==> config.mk <==
export PLATFORM = sky130hd
export DESIGN_NAME = float_pair_to_half_packer_top_flat
export DESIGN_NICKNAME = d
export VERILOG_FILES = /design/src/design/fph_pkg.sv /design/src/design/fph_if.sv /design/src/design/float_pair_to_half_packer_top.sv /design/src/design/fph_lane.sv /design/src/design/fph_merge.sv /design/src/flat_wrapper.sv
export SDC_FILE = /design/constraint.sdc
export NUM_CORES = 1
export LEC_CHECK = 0
export BUFFER_PORTS_ARGS = -buffer_cell sky130_fd_sc_hd__buf_2
export CORE_MARGIN = 4
export CORE_UTILIZATION = 35
export DETAILED_ROUTE_END_ITERATION = 16
export GPL_TIMING_DRIVEN = 0
export SYNTH_ARGS = -nofsm -noshare
export SYNTH_HDL_FRONTEND = slang
export SYNTH_HIERARCHICAL = 1
export SYNTH_SLANG_ARGS = --single-unit
==> constraint.sdc <==
create_clock -name i_clk -period 11.5 [get_ports i_clk]
set_clock_uncertainty 0.15 [all_clocks]
set_input_delay 2.3 -clock i_clk [delete_from_list [all_inputs] [get_ports i_clk]]
set_output_delay 2.3 -clock i_clk [all_outputs]
set_load 0.005 [all_outputs]
==> src/design/fph_pkg.sv <==
// ----------------------------------------------------------------------------
// fph_pkg
// Types and constants for packing two single-precision values as halves.
// ----------------------------------------------------------------------------
package fph_pkg;

    typedef logic [31:0] t_single;
    typedef logic [15:0] t_half;
    typedef logic [31:0] t_packed;

    // Biased single exponent codes and limits
    localparam logic [7:0]  EXP_ALL_ONES_F = 8'hFF;
    localparam logic [7:0]  EXP_INF_MIN    = 8'd143;  // half exponent 31 and above
    localparam logic [7:0]  EXP_NORM_MIN   = 8'd113;  // half exponent 1
    localparam logic [7:0]  EXP_SUB_MIN    = 8'd102;  // half exponent -10
    localparam logic [7:0]  EXP_REBIAS     = 8'd112;  // 127 - 15
    localparam logic [7:0]  SUB_SHIFT_BASE = 8'd126;  // shift = 126 - exponent

    // Half magnitude codes (sign excluded)
    localparam logic [14:0] HALF_INF_MAG   = 15'h7C00;
    localparam logic [14:0] HALF_QNAN_MAG  = 15'h7E00;
    localparam logic [14:0] HALF_ZERO_MAG  = 15'h0000;

endpackage

==> src/design/fph_if.sv <==
// ----------------------------------------------------------------------------
// fph_if
// Valid/ready channels: float pair input and packed half output.
// ----------------------------------------------------------------------------
interface fph_in_if;
    logic             valid;
    logic             ready;
    fph_pkg::t_single low_float;
    fph_pkg::t_single high_float;

    modport source (output valid, output low_float, output high_float, input ready);
    modport sink   (input valid, input low_float, input high_float, output ready);
endinterface

interface fph_out_if;
    logic             valid;
    logic             ready;
    fph_pkg::t_packed packed_halves;

    modport source (output valid, output packed_halves, input ready);
    modport sink   (input valid, input packed_halves, output ready);
endinterface

==> src/design/float_pair_to_half_packer_top.sv <==
// ----------------------------------------------------------------------------
// float_pair_to_half_packer_top
// Converts two single-precision values to half precision and packs them.
// ----------------------------------------------------------------------------
// Usage:
//   i_pair carries one item: low_float and high_float, single-precision bit
//   patterns. o_packed returns one item per input: packed_halves holds the
//   half of low_float in bits 15:0 and the half of high_float in bits 31:16.
//   Rounding is half up; NaN gives a quiet NaN, overflow gives infinity, tiny
//   values give half subnormals or signed zero.
//   Two conversion lanes work in parallel in the input cycle; the packed
//   word is registered in the output register, or in the skid register
//   while the receiver stalls. Throughput is one item per cycle while the
//   receiver does not stall, bounded by the single output register stage.
//   When the receiver stalls, one more item is taken into a skid register;
//   i_pair.ready then drops until the receiver takes the item in the output
//   register. No item is lost.
//   Reset (i_rst_n low, synchronous) empties the output and skid registers;
//   the block holds no other state.
// ----------------------------------------------------------------------------
module float_pair_to_half_packer_top (
    input  logic      i_clk,
    input  logic      i_rst_n,
    fph_in_if.sink    i_pair,
    fph_out_if.source o_packed
);

    fph_pkg::t_half lo_half;
    fph_pkg::t_half hi_half;

    // Lanes: one per element of the pair
    fph_lane u_lane_lo (
        .i_single (i_pair.low_float),
        .o_half   (lo_half)
    );

    fph_lane u_lane_hi (
        .i_single (i_pair.high_float),
        .o_half   (hi_half)
    );

    // Merge and output buffering
    fph_merge u_merge (
        .i_clk     (i_clk),
        .i_rst_n   (i_rst_n),
        .i_lo_half (lo_half),
        .i_hi_half (hi_half),
        .i_pair    (i_pair),
        .o_packed  (o_packed)
    );

    // An item taken into an empty output shows up on the next cycle
    assert property (@(posedge i_clk) disable iff (!i_rst_n)
        (i_pair.valid && i_pair.ready && !o_packed.valid) |=> o_packed.valid)
        else $error("accepted item did not reach the output");

    // It carries the packed lane results
    assert property (@(posedge i_clk) disable iff (!i_rst_n)
        (i_pair.valid && i_pair.ready && !o_packed.valid)
            |=> (o_packed.packed_halves == $past({hi_half, lo_half})))
        else $error("packed word does not match lane results");

    // Back-pressure to the input only while the output holds an item
    assert property (@(posedge i_clk) disable iff (!i_rst_n)
        !i_pair.ready |-> o_packed.valid)
        else $error("input stalled with an empty output");

endmodule

==> src/design/fph_lane.sv <==
// ----------------------------------------------------------------------------
// fph_lane
// One conversion lane: single-precision bit pattern to half precision,
// round half up, subnormal and overflow handling.
// ----------------------------------------------------------------------------
module fph_lane (
    input  fph_pkg::t_single i_single,
    output fph_pkg::t_half   o_half
);

    logic        sgn;
    logic [7:0]  bexp;
    logic [22:0] frac;
    logic [23:0] man;
    logic [4:0]  hexp;
    logic [14:0] norm_mag;
    logic [4:0]  sub_sh;
    logic [4:0]  sub_sh_m1;
    logic [7:0]  sh_full;
    logic [7:0]  rebias;
    logic [23:0] sub_shifted;
    logic [23:0] sub_round_vec;
    logic [10:0] sub_mag;

    assign sgn  = i_single[31];
    assign bexp = i_single[30:23];
    assign frac = i_single[22:0];
    assign man  = {1'b1, frac};

    // Normal path: take top ten mantissa bits, add first dropped bit;
    // a carry ripples into the exponent and may reach infinity
    assign rebias   = bexp - fph_pkg::EXP_REBIAS;
    assign hexp     = rebias[4:0];
    assign norm_mag = {hexp, frac[22:13]} + {14'd0, frac[12]};

    // Subnormal path: shift in the hidden bit, shift range 14 to 24
    assign sh_full       = fph_pkg::SUB_SHIFT_BASE - bexp;
    assign sub_sh        = sh_full[4:0];
    assign sub_sh_m1     = sub_sh - 5'd1;
    assign sub_shifted   = man >> sub_sh;
    assign sub_round_vec = man >> sub_sh_m1;
    assign sub_mag       = sub_shifted[10:0] + {10'd0, sub_round_vec[0]};

    // Select by exponent range
    always_comb begin
        priority if (bexp == fph_pkg::EXP_ALL_ONES_F) begin
            o_half = {sgn, (frac != 23'd0) ? fph_pkg::HALF_QNAN_MAG : fph_pkg::HALF_INF_MAG};
        end else if (bexp >= fph_pkg::EXP_INF_MIN) begin
            o_half = {sgn, fph_pkg::HALF_INF_MAG};
        end else if (bexp >= fph_pkg::EXP_NORM_MIN) begin
            o_half = {sgn, norm_mag};
        end else if (bexp >= fph_pkg::EXP_SUB_MIN) begin
            o_half = {sgn, 4'd0, sub_mag};
        end else begin
            o_half = {sgn, fph_pkg::HALF_ZERO_MAG};
        end
    end

endmodule

==> src/design/fph_merge.sv <==
// ----------------------------------------------------------------------------
// fph_merge
// Pack the two lane results into one word and hold it in an output
// register backed by a skid register, so input and output stall apart.
// ----------------------------------------------------------------------------
module fph_merge (
    input  logic           i_clk,
    input  logic           i_rst_n,
    input  fph_pkg::t_half i_lo_half,
    input  fph_pkg::t_half i_hi_half,
    fph_in_if.sink         i_pair,
    fph_out_if.source      o_packed
);

    logic             r_out_valid;
    logic             n_out_valid;
    fph_pkg::t_packed r_out_data;
    fph_pkg::t_packed n_out_data;
    logic             r_skid_valid;
    logic             n_skid_valid;
    fph_pkg::t_packed r_skid_data;
    fph_pkg::t_packed n_skid_data;
    fph_pkg::t_packed merged;
    logic             in_fire;
    logic             out_fire;

    assign merged   = {i_hi_half, i_lo_half};
    assign in_fire  = i_pair.valid && i_pair.ready;
    assign out_fire = r_out_valid && o_packed.ready;

    assign i_pair.ready           = !r_skid_valid;
    assign o_packed.valid         = r_out_valid;
    assign o_packed.packed_halves = r_out_data;

    // Advance output from skid first, else load the new item into the output
    // register or park it in skid while the receiver stalls, else empty on take
    always_comb begin
        n_out_valid  = r_out_valid;
        n_out_data   = r_out_data;
        n_skid_valid = r_skid_valid;
        n_skid_data  = r_skid_data;
        if (r_skid_valid) begin
            if (out_fire) begin
                n_out_data   = r_skid_data;
                n_skid_valid = 1'b0;
            end
        end else if (in_fire) begin
            if (!r_out_valid || out_fire) begin
                n_out_valid = 1'b1;
                n_out_data  = merged;
            end else begin
                n_skid_valid = 1'b1;
                n_skid_data  = merged;
            end
        end else if (out_fire) begin
            n_out_valid = 1'b0;
        end
    end

    // Control registers
    always_ff @(posedge i_clk) begin
        if (!i_rst_n) begin
            r_out_valid  <= 1'b0;
            r_skid_valid <= 1'b0;
        end else begin
            r_out_valid  <= n_out_valid;
            r_skid_valid <= n_skid_valid;
        end
    end

    // Payload registers
    always_ff @(posedge i_clk) begin
        r_out_data  <= n_out_data;
        r_skid_data <= n_skid_data;
    end

endmodule
==> src/flat_wrapper.sv <==
// flat-port wrapper written by rule: the top's interface ports become plain ports
module float_pair_to_half_packer_top_flat 
  (i_clk, i_rst_n, i_pair_valid, i_pair_low_float, i_pair_high_float, i_pair_ready, o_packed_valid, o_packed_packed_halves, o_packed_ready);
  fph_in_if i_pair_i ();
  fph_out_if o_packed_i ();
  input  logic i_clk;
  input  logic i_rst_n;
  input wire logic [$bits(i_pair_i.valid)-1:0] i_pair_valid;
  input wire logic [$bits(i_pair_i.low_float)-1:0] i_pair_low_float;
  input wire logic [$bits(i_pair_i.high_float)-1:0] i_pair_high_float;
  output wire logic [$bits(i_pair_i.ready)-1:0] i_pair_ready;
  output wire logic [$bits(o_packed_i.valid)-1:0] o_packed_valid;
  output wire logic [$bits(o_packed_i.packed_halves)-1:0] o_packed_packed_halves;
  input wire logic [$bits(o_packed_i.ready)-1:0] o_packed_ready;
  assign i_pair_i.valid = i_pair_valid;
  assign i_pair_i.low_float = i_pair_low_float;
  assign i_pair_i.high_float = i_pair_high_float;
  assign i_pair_ready = i_pair_i.ready;
  assign o_packed_valid = o_packed_i.valid;
  assign o_packed_packed_halves = o_packed_i.packed_halves;
  assign o_packed_i.ready = o_packed_ready;
  float_pair_to_half_packer_top u_core (.i_clk(i_clk), .i_rst_n(i_rst_n), .i_pair(i_pair_i), .o_packed(o_packed_i));
endmodule
==> results.cfg, run 1 <==
[logic_synthesis]
ys_seq_elements = 66
yosysTopAreaCell = edfxtp_1
async_flop_share_pct = 0
syn_area_per_cell_sq_um = 10.5
synthTopCellsByArea = edfxtp_1 (28%), mux4_2 (8.1%), mux2i_1 (6.3%)
synth_edf_count = 64
yosys.area.top_type_share_pct = 27.5
syn-cell-area_sq_um = 6980
ys.flop_type = edfxtp_1
yosysWarnings = 6
syn-instance-count = 664
synth_fp_nets = 752
synthDistinctLibCells = 83
synth-seq-area-share_pct = 28.1

[timing]
final.setup.tns_ns = 0
min_period_ns = 7.67
setup_ws_ns = 3.83
whs_ns = 0.394
finalCritPeriodShare_pct = 66.7
relSlewSlack_pct = 44.3
rsz0062_at_grt = no
max_clock_freq_ghz = 0.130
tightest_slew_ns = 0.833
hold_viol = 0
finalSetupViolations = 0
slew_viol_final = 0

[critical_path]
critPathMaxFanout = 11
cp.required_ns = 11.42
end_kind = register
path_class = in -> reg
reg2reg_depth = 4
start_kind = input port
cp.arrival_ns = 7.59

[die]
die_x_um = 149
start_util_pct = 35.7
dieArea_sq_um = 22300
io_pins = 102
core_sq_um = 19500
num_rows = 51
die_y_um = 149

[clock_network]
cts_tree = built
clk_pin_slew_ns = 0.05
numClockSinks = 66
postCtsSetupBuffers = 0
insertion_delay_ns = 0.32
cts_resized = 0
clock-root-buffer = clkbuf_16
cts-htree-levels = 3
ctsHoldBuffers = 0
cts_buffer_depth = 2
cts_buffers = 9

[job]
maxCapViolCount = 0

[placed_design]
place_hpwl_um = 15400
place_ws_ns = 3.57
port_buffers = 85
gp_congestion = 0.932

[global_routing]
grt_remaining_overflow = 0
grt_pass1_vias = 5380
antenna_found_initial = 2
grt_pass1_wl_um = 30700
grtUsageTotal_pct = 17.2
grt_max_degree = 33

[drt]
drt-initial-drc-count = 503
vias_per_cell = 5.52
firstDrtPassIters = 5
routed_wl_um = 19500
antenna_left = 0
wire_per_inst_um = 18.9
drc = 0
via_count = 5691

[finish]
layout_commonest_cell = buf_2
area.growth.synth_to_final_pct = 16.2
final_cell_mix = buf_2 (96), edfxtp_1 (64), nor2_1 (48)
nets = 849
fill_cells = 1941
antennaDiodeCount = 0
drive_gt1_share_pct = 30.8
final_core_util_pct = 41.5

[pwr]
p_per_area_nw_per_um2 = 115
peakVddDrop_v = 0.0000646
totalPowerFinal_uw = 935
p_leak_nw = 3.07

[min_path]
hp-class = reg -> reg
min_path_cells = 1

[run_status]
outcome = completed
[final timing paths]
check / from / endpoint / slack, ns
worst min-delay path: u_core/u_merge/r_skid_data[6] / u_core/u_merge/o_packed.packed_halves[6] / 0.39
worst max register to register: u_core/u_merge/r_skid_valid / u_core/u_merge/r_skid_data[4] / 9.52
worst max-delay path: i_pair_low_float[23] / u_core/u_merge/o_packed.packed_halves[10] / 3.83
worst min register to register: u_core/u_merge/r_skid_data[6] / u_core/u_merge/o_packed.packed_halves[6] / 0.39
[area by class of cell]
cell class | count | area (sq um) | share of cell area, %
buffer | 50 | 343 | 4.23
clock buffer | 10 | 229 | 2.82
clock inverter | 6 | 105 | 1.30
inverter | 19 | 73.8 | 0.910
multi-input combinational | 529 | 4610 | 56.9
sequential | 66 | 1960 | 24.2
tap | 265 | 332 | 4.09
timing repair buffer | 86 | 453 | 5.59
[through the flow]
step                      instances  cell area, sq um
after floorplan                 664              6980
after global placement         1014              7730
after detailed placement       1015              7770
after CTS                      1031              8110
after global routing           1031              8110
final                          1031              8110
[power breakdown]
| group | leakage, nW | switching [mW] | internal (mW) |
|---|---|---|---|
| Sequential | 0.622 | 0.00410 | 0.288 |
| Clock | 0.158 | 0.0921 | 0.210 |
| Combinational | 2.29 | 0.188 | 0.153 |
[sequential cells by signal, summed over array words and instances, names as in the netlist]
register                               cells
u_core/u_merge/o_packed.valid              1
u_core/u_merge/r_skid_data                32
u_core/u_merge/o_packed.packed_halves     32
u_core/u_merge/r_skid_valid                1
[synthesized netlist by cell type (17+ instances only)]
cell type   n
nor2_1     48
mux2_4     27
mux4_2     25
xor2_1     20
mux2_2     30
edfxtp_1   64
o21ai_0    27
xnor2_1    30
ha_1       20
nand2_1    35
a21oi_1    17
nand3_1    32
mux2i_1    44
[critical path, cell delays in order]
cell and delay [ns]:
buf_2 0.17, inv_1 0.20, buf_2 0.30, clkbuf_1 0.48, ha_1 0.28, buf_4 0.24
buf_2 0.29, buf_1 0.54, nand3_1 0.18, xnor2_1 0.34, mux4_2 0.58, nand2_1 0.08
o21ai_0 0.16, ha_1 0.27, nor4b_4 0.15, and4_4 0.23, nor4b_1 0.14, or3_1 0.37
mux2_4 0.27
[per-layer routing]
layer  vias to the layer above  share of wire (%)  wire length (um)  global-route usage, %
met5                         -               0.13                26                      0
li1                       2749                  -                 -                      -
met4                         4                1.0               200                   3.02
met2                       223                 42              8190                   24.8
met1                      2696                 49              9600                   26.6
met3                        19                7.5              1460                   3.68
[kinds of logic (layout without fill, tap and decap cells)]
group           after synthesis  count (layout)  share of synthesized area (%)
flops                        66              66                           28.1
compound gates              108             108                           10.5
fa+ha+maj                    20              20                           3.59
mux                         142             142                           27.8
simple gates                203             203                           15.9
xor+xnor                     56              56                           8.16
buf+inv                      69             171                           5.97
No activity file was read; power rests on OpenSTA's default activity.
==> run 2, diff against run 1 <==
==> constraint.sdc (replaced) <==
create_clock -name i_clk -period 6.3 [get_ports i_clk]
set_clock_uncertainty 0.15 [all_clocks]
set_input_delay 1.26 -clock i_clk [delete_from_list [all_inputs] [get_ports i_clk]]
set_output_delay 1.26 -clock i_clk [all_outputs]
set_load 0.005 [all_outputs]
==> run 2 against run 1 <==
  * Largest cell class unchanged
  * Routed wire length about the same
  * Worst setup slack worse by 3.6 ns
  * First-iteration DRC count up 12%
  * Sequential share of layout area about the same
==> results.cfg, run 2 (synthesized netlist as in run 1, its figures left out) <==
[run_status]
outcome = completed

[clock_network]
ctsHoldBuffers = 0
cts_buffers = 9
clock-root-buffer = clkbuf_16
numClockSinks = 66
cts-htree-levels = 3
cts_tree = built
insertion_delay_ns = 0.32
cts_buffer_depth = 2
clk_pin_slew_ns = 0.05

[placed_design]
place_area_sq_um = 7770
gp_congestion = 0.932
place_ws_ns = -0.593
dp_cells = 1015
place_hpwl_um = 15400
port_buffers = 85

[finish]
final_cell_mix = buf_2 (96), edfxtp_1 (64), nor2_1 (48)
antennaDiodeCount = 0
ff_latch_area_sq_um = 1960
nets = 849
area.growth.synth_to_final_pct = 16.3
fill_cells = 1938
final_cells = 1031
layout_commonest_cell = buf_2
drive_gt1_share_pct = 31.2
design_area_sq_um = 8120
multi_input_area_sq_um = 4610
final_core_util_pct = 41.6

[critical_path]
start_kind = input port
cp.required_ns = 6.22
end_kind = register
slowest_delay_ns = 0.51
critPathMaxFanout = 19
crit_top_cell = buf_2
crit_chain = buf_2, inv_1, buf_2, clkbuf_2, ha_1, buf_4, buf_2, mux2_2, nand2_1, o21ai_0, mux4_2, nand2_1, o21ai_0, ha_1, nor4b_4, and4_4, nor4b_1, or3_1, mux2_4
cp_slowest_cell = mux4_2
cp.arrival_ns = 5.98
path_class = in -> reg

[pwr]
seqPwrFrac_pct = 31.2
p_sw_share_pct = 30.3
p_per_area_nw_per_um2 = 210
power.internal_mw = 1.19
peakVddDrop_v = 0.000118
p_leak_nw = 3.08
totalPowerFinal_mw = 1.71
switchingPower_uw = 518
combPwrFrac_pct = 36.4
power.share.clock_pct = 32.3

[die]
die_y_um = 149
dieArea_sq_um = 22300
core_sq_um = 19500
num_rows = 51
die_x_um = 149
start_util_pct = 35.7
io_pins = 102

[timing]
relSlewSlack_pct = 45.5
finalSetupViolations = 0
min_period_ns = 6.06
rsz0062_at_grt = no
slew_viol_final = 0
max_clock_freq_ghz = 0.165
hold_viol = 0
tightest_slew_ns = 0.814
setup_ws_ns = 0.242
final.setup.tns_ns = 0
finalCritPeriodShare_pct = 96.2
whs_ns = 0.394

[global_routing]
antenna_found_initial = 2
grt_remaining_overflow = 0
grtUsageTotal_pct = 17.1
grt_pass1_wl_um = 30600
grt_max_degree = 33
grt_pass1_vias = 5375

[job]
maxCapViolCount = 0

[drt]
drt-initial-drc-count = 565
antenna_left = 0
wire_per_inst_um = 18.9
firstDrtPassIters = 5
via_count = 5708
vias_per_cell = 5.54
drc = 0
routed_wl_um = 19500

[min_path]
hp-class = reg -> reg
==> run 2: cell types whose count changed in the layout (fill, tap and decap cells not counted) <==
cell      change
buf_1         -2
buf_4         +1
clkbuf_1      -1
clkbuf_2      +2
==> run 2: area by class of cell <==
type                    instances  share of cell area, %
plain buffers                  49                   4.21
clock buffers                  10                   2.82
clock inverters                 6                   1.30
inverters                      19                  0.910
multi-input cells             529                   56.8
flip-flops and latches         66                   24.2
well taps                     265                   4.09
repair buffers                 87                   5.67
==> run 2: final timing paths <==
kind / from / end / slack, ns / depth (start not counted)
max: i_pair_low_float[23] / u_core/u_merge/o_packed.packed_halves[10] / 0.24 / 19
max reg2reg: u_core/u_merge/r_skid_valid / u_core/u_merge/r_skid_data[4] / 4.33 / 4
min: u_core/u_merge/r_skid_data[6] / u_core/u_merge/o_packed.packed_halves[6] / 0.39 / 1
min reg2reg: u_core/u_merge/r_skid_data[6] / u_core/u_merge/o_packed.packed_halves[6] / 0.39 / 1
==> run 2: metal layers <==
metal | wire length, um | track usage (%) | vias to the layer above
li1 | - | - | 2738
met1 | 9610 | 26.5 | 2729
met2 | 8170 | 24.7 | 214
met3 | 1410 | 3.68 | 23
met4 | 262 | 3.02 | 4
met5 | 26 | 0 | -
==> run 2: worst max-delay path: cells and delay by family <==
kind | cells | cell delay, ns
buf+inv | 6 | 1.53
fa+ha+maj | 2 | 0.65
mux | 3 | 1.22
simple gates | 6 | 1.04
compound gates | 2 | 0.26
==> run 2: power by group through the flow <==
stage	combinational, mW	clock (mW)	sequential [mW]
after floorplan	0.435	0	0.546
after global placement	0.607	0	0.544
after detailed placement	0.615	0	0.542
after CTS	0.616	0.566	0.534
after global routing	0.675	0.584	0.536
final	0.622	0.552	0.533
==> run 2: what timing repair did <==
item	in CTS	in global routing
pin swaps	0	1
resized for setup	0	3
buffers inserted	0	1
endpoints found under the setup margin	2	9
